## src/rtl/core/spl_pkg.sv

```systemverilog
package spl_pkg;

    // Fixed field widths
    localparam int unsigned BYTE_W   = 8;
    localparam int unsigned LEN_W    = 5;
    localparam int unsigned LINE_W   = 24;
    localparam int unsigned COL_W    = 16;
    localparam int unsigned DATA_W   = 64;
    localparam int unsigned ADDR_W   = 5;
    localparam int unsigned PAT_W    = 2 * DATA_W;

    // Special text bytes
    localparam logic [BYTE_W-1:0] NEWLINE_CHAR = 8'h0A;
    localparam logic [BYTE_W-1:0] NUL_CHAR     = 8'h00;

    // Counter saturation limits
    localparam logic [LINE_W-1:0] LINE_LIMIT = '1;
    localparam logic [COL_W-1:0]  COL_LIMIT  = '1;

    // Register index, taken from paddr[4:3]
    typedef enum logic [1:0] {
        REG_LENGTH    = 2'd0,
        REG_PAT_LOW   = 2'd1,
        REG_PAT_HIGH  = 2'd2,
        REG_UNUSED    = 2'd3
    } reg_idx_t;

    // Pattern setup handed from the register file to the matcher
    typedef struct packed {
        logic [LEN_W-1:0] length;   // already clamped to 1..PATTERN_MAX
        logic [PAT_W-1:0] bytes;    // byte i in bits 8i+7:8i
    } pat_cfg_t;

endpackage

```

## src/rtl/core/stream_pattern_locator_unit.sv

```systemverilog
// A request accepted into the input stage register loads the result register on
// a match as the stage drains; a result held under out_stall stalls the stage.
// Throughput: one text byte per cycle while no result is held by out_stall;
// the line, column and partial-match update is combinational into its registers.
// Reset (rst_n low, asynchronous): pattern length 1, pattern bytes zero,
// line and column 1, partial matches cleared, both stages empty.
module stream_pattern_locator_unit
    import spl_pkg::*;
#(
    parameter int unsigned PATTERN_MAX = 16
)
(
    input  logic                clk,
    input  logic                rst_n,
    input  logic                psel,
    input  logic                penable,
    input  logic                pwrite,
    input  logic [ADDR_W-1:0]   paddr,
    input  logic [DATA_W-1:0]   pwdata,
    output logic [DATA_W-1:0]   prdata,
    output logic                pready,
    input  logic                in_valid,
    output logic                in_stall,
    input  logic [BYTE_W-1:0]   text_byte,
    input  logic                first_byte,
    output logic                out_valid,
    input  logic                out_stall,
    output logic [LINE_W-1:0]   match_line,
    output logic [COL_W-1:0]    match_column
);

    pat_cfg_t cfg;

    // Pattern registers
    spl_regs #(
        .PATTERN_MAX (PATTERN_MAX)
    ) u_regs (
        .clk     (clk),
        .rst_n   (rst_n),
        .psel    (psel),
        .penable (penable),
        .pwrite  (pwrite),
        .paddr   (paddr),
        .pwdata  (pwdata),
        .prdata  (prdata),
        .pready  (pready),
        .cfg     (cfg)
    );

    // Scanner
    spl_match #(
        .PATTERN_MAX (PATTERN_MAX)
    ) u_match (
        .clk          (clk),
        .rst_n        (rst_n),
        .cfg          (cfg),
        .in_valid     (in_valid),
        .in_stall     (in_stall),
        .text_byte    (text_byte),
        .first_byte   (first_byte),
        .out_valid    (out_valid),
        .out_stall    (out_stall),
        .match_line   (match_line),
        .match_column (match_column)
    );

endmodule

```

## src/rtl/core/spl_regs.sv

```systemverilog
module spl_regs
    import spl_pkg::*;
#(
    parameter int unsigned PATTERN_MAX = 16
)
(
    input  logic                clk,
    input  logic                rst_n,
    input  logic                psel,
    input  logic                penable,
    input  logic                pwrite,
    input  logic [ADDR_W-1:0]   paddr,
    input  logic [DATA_W-1:0]   pwdata,
    output logic [DATA_W-1:0]   prdata,
    output logic                pready,
    output pat_cfg_t            cfg
);

    logic [LEN_W-1:0]  length_reg;
    logic [DATA_W-1:0] pat_low_reg;
    logic [DATA_W-1:0] pat_high_reg;
    logic              wr_en;
    reg_idx_t          idx;
    logic [LEN_W-1:0]  eff_len;

    assign pready = 1'b1;
    assign wr_en  = psel && penable && pwrite;
    assign idx    = reg_idx_t'(paddr[ADDR_W-1:3]);

    // Register writes
    always_ff @(posedge clk or negedge rst_n)
    begin
        if (!rst_n)
        begin
            length_reg   <= LEN_W'(1);
            pat_low_reg  <= '0;
            pat_high_reg <= '0;
        end
        else if (wr_en)
        begin
            case (idx)
                REG_LENGTH:   length_reg   <= pwdata[LEN_W-1:0];
                REG_PAT_LOW:  pat_low_reg  <= pwdata;
                REG_PAT_HIGH: pat_high_reg <= pwdata;
                default:      ;
            endcase
        end
    end

    // Read mux
    always_comb
    begin
        case (idx)
            REG_LENGTH:   prdata = {{(DATA_W-LEN_W){1'b0}}, length_reg};
            REG_PAT_LOW:  prdata = pat_low_reg;
            REG_PAT_HIGH: prdata = pat_high_reg;
            default:      prdata = '0;
        endcase
    end

    // Length clamp: zero acts as one, above the maximum acts as the maximum
    always_comb
    begin
        if (length_reg == '0)
            eff_len = LEN_W'(1);
        else if (length_reg > LEN_W'(PATTERN_MAX))
            eff_len = LEN_W'(PATTERN_MAX);
        else
            eff_len = length_reg;
    end

    assign cfg.length = eff_len;
    assign cfg.bytes  = {pat_high_reg, pat_low_reg};

endmodule

```

## src/rtl/core/spl_match.sv

```systemverilog
module spl_match
    import spl_pkg::*;
#(
    parameter int unsigned PATTERN_MAX = 16
)
(
    input  logic                clk,
    input  logic                rst_n,
    input  pat_cfg_t            cfg,
    input  logic                in_valid,
    output logic                in_stall,
    input  logic [BYTE_W-1:0]   text_byte,
    input  logic                first_byte,
    output logic                out_valid,
    input  logic                out_stall,
    output logic [LINE_W-1:0]   match_line,
    output logic [COL_W-1:0]    match_column
);

    // Input stage
    logic                   s1_valid_reg, s1_valid_next;
    logic [BYTE_W-1:0]      s1_byte_reg;
    logic                   s1_first_reg;
    logic                   s1_fire;
    logic                   accept;

    // Scan state
    logic [LINE_W-1:0]      line_reg, line_next;
    logic [COL_W-1:0]       col_reg, col_next;
    logic [PATTERN_MAX-1:0] pm_reg, pm_next;

    // Result register
    logic                   out_valid_reg, out_valid_next;
    logic [LINE_W-1:0]      out_line_reg;
    logic [COL_W-1:0]       out_col_reg;

    // Update logic
    logic [LINE_W-1:0]      line_a;
    logic [COL_W-1:0]       col_a;
    logic [PATTERN_MAX-1:0] pm_a, pm_n, char_mask, len_mask;
    logic                   hit;
    logic [COL_W-1:0]       len_ext, start_col;

    // Handshake: the input stage drains unless a result is held under out_stall
    assign s1_fire  = s1_valid_reg && (!out_valid_reg || !out_stall);
    assign in_stall = s1_valid_reg && !s1_fire;
    assign accept   = in_valid && !in_stall;

    always_comb
    begin
        if (accept)
            s1_valid_next = 1'b1;
        else if (s1_fire)
            s1_valid_next = 1'b0;
        else
            s1_valid_next = s1_valid_reg;
    end

    always_ff @(posedge clk or negedge rst_n)
    begin
        if (!rst_n)
            s1_valid_reg <= 1'b0;
        else
            s1_valid_reg <= s1_valid_next;
    end

    always_ff @(posedge clk)
    begin
        if (accept)
        begin
            s1_byte_reg  <= text_byte;
            s1_first_reg <= first_byte;
        end
    end

    // Per-pattern-byte compare mask, limited to the active length
    always_comb
    begin
        for (int i = 0; i < PATTERN_MAX; i++)
        begin
            len_mask[i]  = (LEN_W'(i) < cfg.length);
            char_mask[i] = len_mask[i] && (cfg.bytes[8*i +: 8] == s1_byte_reg);
        end
    end

    // Position counters and shift-and update
    always_comb
    begin
        line_a = s1_first_reg ? LINE_W'(1) : line_reg;
        col_a  = s1_first_reg ? COL_W'(1)  : col_reg;
        pm_a   = s1_first_reg ? '0         : pm_reg;

        line_next = line_a;
        col_next  = col_a;
        if (s1_byte_reg != NUL_CHAR && col_a != COL_LIMIT)
            col_next = col_a + COL_W'(1);
        if (s1_byte_reg == NEWLINE_CHAR)
        begin
            if (line_a != LINE_LIMIT)
                line_next = line_a + LINE_W'(1);
            col_next = COL_W'(1);
        end

        pm_n = PATTERN_MAX'({pm_a, 1'b1}) & char_mask;

        // Match when the bit for the last active pattern byte is set
        hit = 1'b0;
        for (int i = 0; i < PATTERN_MAX; i++)
        begin
            if (pm_n[i] && (LEN_W'(i + 1) == cfg.length))
                hit = 1'b1;
        end

        pm_next = hit ? '0 : pm_n;

        len_ext   = {{(COL_W-LEN_W){1'b0}}, cfg.length};
        start_col = (col_next >= len_ext) ? (col_next - len_ext) : '0;
    end

    always_ff @(posedge clk or negedge rst_n)
    begin
        if (!rst_n)
        begin
            line_reg <= LINE_W'(1);
            col_reg  <= COL_W'(1);
            pm_reg   <= '0;
        end
        else if (s1_fire)
        begin
            line_reg <= line_next;
            col_reg  <= col_next;
            pm_reg   <= pm_next;
        end
    end

    // Result register
    always_comb
    begin
        if (s1_fire && hit)
            out_valid_next = 1'b1;
        else if (!out_stall)
            out_valid_next = 1'b0;
        else
            out_valid_next = out_valid_reg;
    end

    always_ff @(posedge clk or negedge rst_n)
    begin
        if (!rst_n)
            out_valid_reg <= 1'b0;
        else
            out_valid_reg <= out_valid_next;
    end

    always_ff @(posedge clk)
    begin
        if (s1_fire && hit)
        begin
            out_line_reg <= line_next;
            out_col_reg  <= start_col;
        end
    end

    assign out_valid    = out_valid_reg;
    assign match_line   = out_line_reg;
    assign match_column = out_col_reg;

`ifndef NO_ASSERTIONS
    // A match always leaves the partial-match vector empty
    a_clear_on_hit: assert property (@(posedge clk) disable iff (!rst_n)
        s1_fire && hit |=> pm_reg == '0)
        else $error("partial matches not cleared after a match");

    // No updated partial match beyond the active pattern length
    a_pm_in_range: assert property (@(posedge clk) disable iff (!rst_n)
        s1_fire |-> (pm_n & ~len_mask) == '0)
        else $error("partial match bit beyond pattern length");

    // Line and column counters never reach zero
    a_counts_nonzero: assert property (@(posedge clk) disable iff (!rst_n)
        line_reg != '0 && col_reg != '0)
        else $error("position counter reached zero");

    // A held result is never overwritten by the input stage
    a_no_overwrite: assert property (@(posedge clk) disable iff (!rst_n)
        out_valid_reg && out_stall |-> !s1_fire)
        else $error("input stage advanced over a held result");
`endif

endmodule

```

## config.mk

```make
export PLATFORM = sky130hd
export DESIGN_NAME = stream_pattern_locator_unit
export DESIGN_NICKNAME = d
export VERILOG_FILES = /design/src/rtl/core/spl_pkg.sv /design/src/rtl/core/stream_pattern_locator_unit.sv /design/src/rtl/core/spl_regs.sv /design/src/rtl/core/spl_match.sv
export SDC_FILE = /design/constraint.sdc
export NUM_CORES = 1
export LEC_CHECK = 0
export BUFFER_PORTS_ARGS = -buffer_cell sky130_fd_sc_hd__buf_2
export CAP_MARGIN = 20
export CORE_ASPECT_RATIO = 0.8
export CORE_MARGIN = 4
export CORE_UTILIZATION = 44
export DETAILED_ROUTE_END_ITERATION = 12
export HOLD_SLACK_MARGIN = 0.12
export PLACE_DENSITY = 0.72
export SYNTH_ARGS = -nofsm -noshare
export SYNTH_HDL_FRONTEND = slang
export SYNTH_SLANG_ARGS = --single-unit
```

## constraint.sdc

```tcl
create_clock -name clk -period 11.5 [get_ports clk]
set_input_delay 0.575 -clock clk [delete_from_list [all_inputs] [get_ports clk]]
set_output_delay 0.575 -clock clk [all_outputs]
set_load 0.02 [all_outputs]
```

### Word level (Yosys, flattened, before mapping)

Index checks and enable logic that the tools add are counted.

* add/sub/neg operators: 3
* magnitude comparators: 18
* equality and inequality tests: 38
* multiplexer cells: 31
* bitwise logic cells: 1
* reductions and logical operators: 51

Operator list (count)
* one-hot mux 64 bit (3 select lines): 1
* == test 8 bit: 16
* 2-to-1 mux 24 bit: 3
* 2-to-1 mux 16 bit: 3
* == test 4 x 5 -> 1 bit, first input constant: 8
* less-than comparator 4 x 5 -> 1 bit, first input constant: 8
* logical AND 1 bit: 39
* 2-to-1 mux 15 bit: 2
* adder 24 x 1 -> 24 bit, second input constant: 1
* inequality test 24 bit, second input constant: 1
* == test 3 x 5 -> 1 bit, first input constant: 4
* less-than comparator 3 x 5 -> 1 bit, first input constant: 4
* 2-to-1 mux 1 bit: 20
* adder 16 x 1 -> 16 bit, second input constant: 1
* bitwise AND 16 bit: 1
* greater-or-equal comparator 16 x 5 -> 1 bit: 1
* inequality test 16 bit, second input constant: 1
* subtractor 16 x 5 -> 16 bit: 1
* == test 2 x 5 -> 1 bit, first input constant: 2
* less-than comparator 1 x 5 -> 1 bit, first input constant: 2
* less-than comparator 2 x 5 -> 1 bit, first input constant: 2
* 2-to-1 mux 5 bit: 2
* == test 8 x 4 -> 1 bit, second input constant: 1
* nonzero test 8 bit: 1
* other kinds (12): 17

* register bits: 239
* output and inout bits: 107
* word-level logic and storage cells: 154

### Depth between registers and ports, before layout

* depth after elaboration: 25
* depth in mapped cells: 20
* depth with buffers taken out: 16

### Hierarchy

From an unflattened synthesis, not the netlist that was laid out.

* cell total of the unflattened synthesis: 1210
* area total of the unflattened synthesis: 13435.4 sq um

By module, submodules not included
* spl_match: times used 1, cells each 825, area an instance 7447.1 sq um, seq. area each 2900.3 sq um
* spl_regs: times used 1, cells each 385, area an instance 5988.2 sq um, seq. area each 3329.4 sq um

### Worst setup path before layout

OpenSTA, ideal clock, no wires.

* path type: register -> register
* from: reg u_match.s1_byte_reg[3]
* to: reg u_match.out_col_reg[0] (netlist: u_match.match_column[0]), enable pin
* library setup time: 0.451 ns
* arrival: 4.154 ns
* data required time: 11.049 ns
* path slack: 6.895 ns
* stages on the path, launching flop included: 10
* buffers on the path: 2
* clock period less this slack: 4.605 ns
* cells stage by stage: edfxtp_1 buf_2 buf_1 xor2_1 nor4_1 nand3_1 o31ai_1 a21oi_1 or3_1 a21oi_1

* cells in the longest elaborated chain, start to end: 21
* elaborated cells on any way between the ends: 66

Ends and longest elaborated chain
* from (decl): RTL line spl_match.sv:22 `logic [BYTE_W-1:0] s1_byte_reg;`
* from (signal assigned): RTL line spl_match.sv:71 `s1_byte_reg <= text_byte;`
* == test 8 bit: RTL line spl_match.sv:82 `char_mask[i] = len_mask[i] && (cfg.bytes[8*i +: 8] == s1_byte_reg);`
* logical AND 1 bit: RTL line spl_match.sv:82
* bitwise AND 16 bit (*): RTL line spl_match.sv:104 `pm_n = PATTERN_MAX'({pm_a, 1'b1}) & char_mask;`
* logical AND 1 bit: RTL line spl_match.sv:110 `if (pm_n[i] && (LEN_W'(i + 1) == cfg.length))`
* 2-to-1 mux 1 bit (15 in series): RTL line spl_match.sv:110
* 2-to-1 mux 1 bit (*): RTL line spl_match.sv:110
* logical AND 1 bit (*): RTL line spl_match.sv:157 `if (s1_fire && hit)`
* to (signal assigned): RTL line spl_match.sv:160 `out_col_reg <= start_col;`
* to (decl): RTL line spl_match.sv:35 `logic [COL_W-1:0] out_col_reg;`

Mark *: on every way between the ends. The rest lies on a longest branch, timed or not.
A chain may end at the register's enable or synchronous reset.

### Worst setup path after layout

* from: reg u_match.s1_first_reg
* to: reg u_match.out_col_reg[5] (netlist: u_match.match_column[5]) (data pin)

* cells in the longest elaborated chain, start to end: 6
* elaborated cells on any way between the ends: 8

Ends and longest elaborated chain
* from (decl): RTL line spl_match.sv:23 `logic s1_first_reg;`
* from (signal assigned): RTL line spl_match.sv:72 `s1_first_reg <= first_byte;`
* 2-to-1 mux 16 bit (*): RTL line spl_match.sv:90 `col_a = s1_first_reg ? COL_W'(1) : col_reg;`
* parallel branches: the longest is 2 deep, another holds adder 16 x 1 -> 16 bit
* 2-to-1 mux 16 bit (*): RTL line spl_match.sv:95 `if (s1_byte_reg != NUL_CHAR && col_a != COL_LIMIT)`
* 2-to-1 mux 16 bit (*): RTL line spl_match.sv:97 `if (s1_byte_reg == NEWLINE_CHAR)`
* via u_match.col_next[2]: RTL line spl_match.sv:29 `logic [COL_W-1:0] col_reg, col_next;`
* subtractor 16 x 5 -> 16 bit / greater-or-equal comparator 16 x 5 -> 1 bit (equally long branches): RTL line spl_match.sv:117 `start_col = (col_next >= len_ext) ? (col_next - len_ext) : '0;`

Mark *: on every way through the listed nets, which the timed path passes.

==> impl_metrics.yaml <==
clocking:
  clockBufferDepth: 3
  clock_sinks: 239
  clk_latency_ps: 550
  cts_root_buf: "clkbuf_16"
  cts_tree: "yes"
  path_clk_slew_ps: 60
  cts_made_buffers: 27
  cts_max_level: 1
global_route:
  grt-ovfl-total: 0
  grt_antenna_before_repair: 6
  grt_max_degree: 72
  grt_pass1_wl_um: 58420
  grt_pass1_vias: 10190
  grtUsageTotal_pct: 22.13
die:
  start_util_pct: 44.88
  die_width_um: 201.7
  ios: 192
  core_area_um2: 29430
  fp.dieArea_um2: 32870
  die_y_um: 163.0
  fp-row-count: 56
synth:
  ys_ff_latch: 239
  synth_area_leaders: "dfrtp_1 (35%), mux2_2 (12%), edfxtp_1 (11%)"
  syn_inst: 1206
  synth_edf_count: 49
  synth_top_area_cell: "dfrtp_1"
  synth_area_per_cell_um2: 10.95
  yosys_warnings: 0
  synth_nets: 1298
  synth_cell_types: 70
  seq_area_frac_synth_pct: 47.17
  syn_area_um2: 13210
  yosysTopAreaCellShare_pct: 35.43
  ys_async_sr_fraction_pct: 79.50
  ys.flop_type: "dfrtp_1"
final_layout:
  fin_util_pct: 52.37
  syn_to_final_growth_pct: 16.69
  fin_nets: 1450
  drive_gt1_share_pct: 30.89
min_path:
  hp-start: "first_byte"
  hold_class: "in -> reg"
  whs_endpoint: "u_match.s1_first_reg"
  holdPathStages: 1
worst_setup_path:
  cp_cell_sequence: "buf_4, or2_2, ha_1, nand4b_1, nor3_1, a21oi_1, nand2_1, xnor2_1, nor2_1, ha_1, a21oi_1, a31oi_4, nor3b_1, and4b_1, nor2_1"
  critPathTopFamily: "simple AND/OR/NAND/NOR gates"
  slowest_delay_ps: 610
  cp.depth: 15
  slowest_stage: "and4b_1"
  worstPathArrival_ps: 5000
  worstPathMaxFanout: 65
  rr_endpoint: "u_match.match_column[5]"
  reg2reg_from: "u_match.s1_first_reg"
  end_kind: "flop"
  timing_worst_setup_path_type: "reg -> reg"
  reg2reg_depth: 15
  critical_path_required_ps: 11780
  start_kind: "flop"
  path_buf_inv: 1
  r2r_setup_slack_ps: 6780
run:
  maxCapViolCount: 0
timing:
  fin_crit_ps: 4719
  slew_headroom_pct: 33.37
  rsz0062_at_grt: "false"
  finalSetupTns_ps: 0
  skew_ps: 22.80
  fin_crit_sh_pct: 41.03
  drv_slew: 0
  setup_violations: 0
  worst_pin_slew_ps: 990.3
  fmax_ghz: 0.2119
  hold_viol: 0
power:
  cellPowerDensity_nw_per_um2: 180.1
  total_power_w: 0.002775
  p_leak_nw: 6.527
  ir_worst_vdd_mv: 0.1118
placement:
  gp_congestion: 0.8524
  dp_hpwl_um: 24730
  portBuffers: 187
drt:
  detail_route.vias_per_cell: 5.755
  drtAntennaViolNets: 0
  drt_iter0_markers: 773
  vias: 10117
  wire_per_inst_um: 20.78
  routed_wl_um: 36530
  first_pass_iters: 5
  drc: 0
status:
  status: "finished, final reports clean"
## worst reg2reg max path: stages, from the launching register on
cell	delay (ps)
edfxtp_1	320
buf_4	550
or2_2	270
ha_1	180
nand4b_1	210
nor3_1	430
a21oi_1	220
nand2_1	120
xnor2_1	160
nor2_1	80
ha_1	450
a21oi_1	350
a31oi_4	170
nor3b_1	220
and4b_1	610
nor2_1	120
## cell usage after synthesis (3+ instances only)
master and instances:
nor3_1 30, nand4b_1 7, dfstp_2 3, buf_2 10
buf_1 12, a2111oi_0 4, a31oi_1 4, nor3b_1 5
and2_1 4, ha_1 7, o22ai_1 3, nor2b_1 15
nand3_1 31, nor4_1 24, a211oi_1 6, nand2_1 100
and3_1 9, o21a_1 3, xnor2_1 54, inv_1 18
nand2b_1 4, a21oi_1 19, or3_1 3, dfrtp_1 187
o21ai_0 37, or4_1 3, and4_1 11, clkbuf_1 58
edfxtp_1 49, buf_6 3, nand4_1 27, a22o_1 60
xor2_1 107, mux2_2 142, o31ai_1 22, or2_2 3
a31o_2 4, and4b_1 4, mux2i_1 18, nor2_1 59
## cells by family (layout without fill, tap and decap cells)
group	Yosys count	count (layout)	share of synthesized area (%)
fa+ha+maj	7	7	0.6632
compound gates	187	187	10.92
other cells	1	3	0.02840
simple gates	347	347	13.64
flops	239	239	47.17
mux	161	161	13.64
xor+xnor	161	161	10.68
buf+inv	103	276	3.250
## worst max path at each step
stage	startpoint	endpoint	slack [ps]
6_report	u_match.s1_first_reg	u_match.match_column[5]	6780
3_3_place_gp	u_match.s1_first_reg	u_match.match_column[2]	6900
5_1_grt	u_match.s1_first_reg	u_match.match_column[2]	6310
2_1_floorplan	u_match.s1_byte_reg[3]	u_match.match_column[0]	6900
4_1_cts	u_match.s1_first_reg	u_match.match_column[5]	6820
3_5_place_dp	u_match.s1_first_reg	u_match.match_column[5]	6850
## power by group
group / internal [W] / total (W) / switching, W / leakage, nW
registers: 0.00101 / 0.00115 / 0.000134 / 2.89
clock network: 0.000544 / 0.000901 / 0.000357 / 0.460
logic: 0.000313 / 0.000726 / 0.000413 / 3.18
total: 0.00187 / 0.00278 / 0.000904 / 6.53
## layer usage
layer  wire, um  global-route usage, %  up-vias
met3       2842                  6.132       58
met1      17320                  32.53     5042
li1           -                      -     4687
met4        690                  4.410        8
met5         41                      0        -
met2      15630                  33.05      322
## through the flow
step	hold slack, ps	instances	area [um2]	setup slack (ps)
3_5_place_dp	452.5	1705	14450	6845
3_3_place_gp	448.6	1704	14450	6900
4_1_cts	176.3	1756	15410	6817
2_1_floorplan	279.4	1206	13210	6895
5_1_grt	173.7	1758	15410	6305
6_report	195.5	1758	15410	6781
## what timing repair did
action / in CTS / in global routing
resized for setup: 0 / 0
buffers inserted: 0 / 0
hold endpoints to repair: 69 / 0
hold buffers: 1 / 0
## placed cells by master, fill, tap and decap left out, drive strengths merged, types with 20 or more instances in the layout
master and count:
nor2 60, a21oi 20, nand2 100, mux2 142
dfrtp 187, xnor2 54, nand3 31, xor2 107
nor3 30, clkbuf 45, buf 207, o31ai 22
nand4 27, edfxtp 49, nor4 25, a22o 60
o21ai 39
## area by class of cell
type | instances | area, um2
antenna | 2 | 5.005
fill | 2629 | 14020
sequential | 239 | 6230
clock buffer | 45 | 884.6
tap | 377 | 471.7
multi-input combinational | 864 | 6591
timing repair buffer | 208 | 1102
clock inverter | 5 | 58.81
inverter | 18 | 67.56
(Power assumes the default switching activity.)
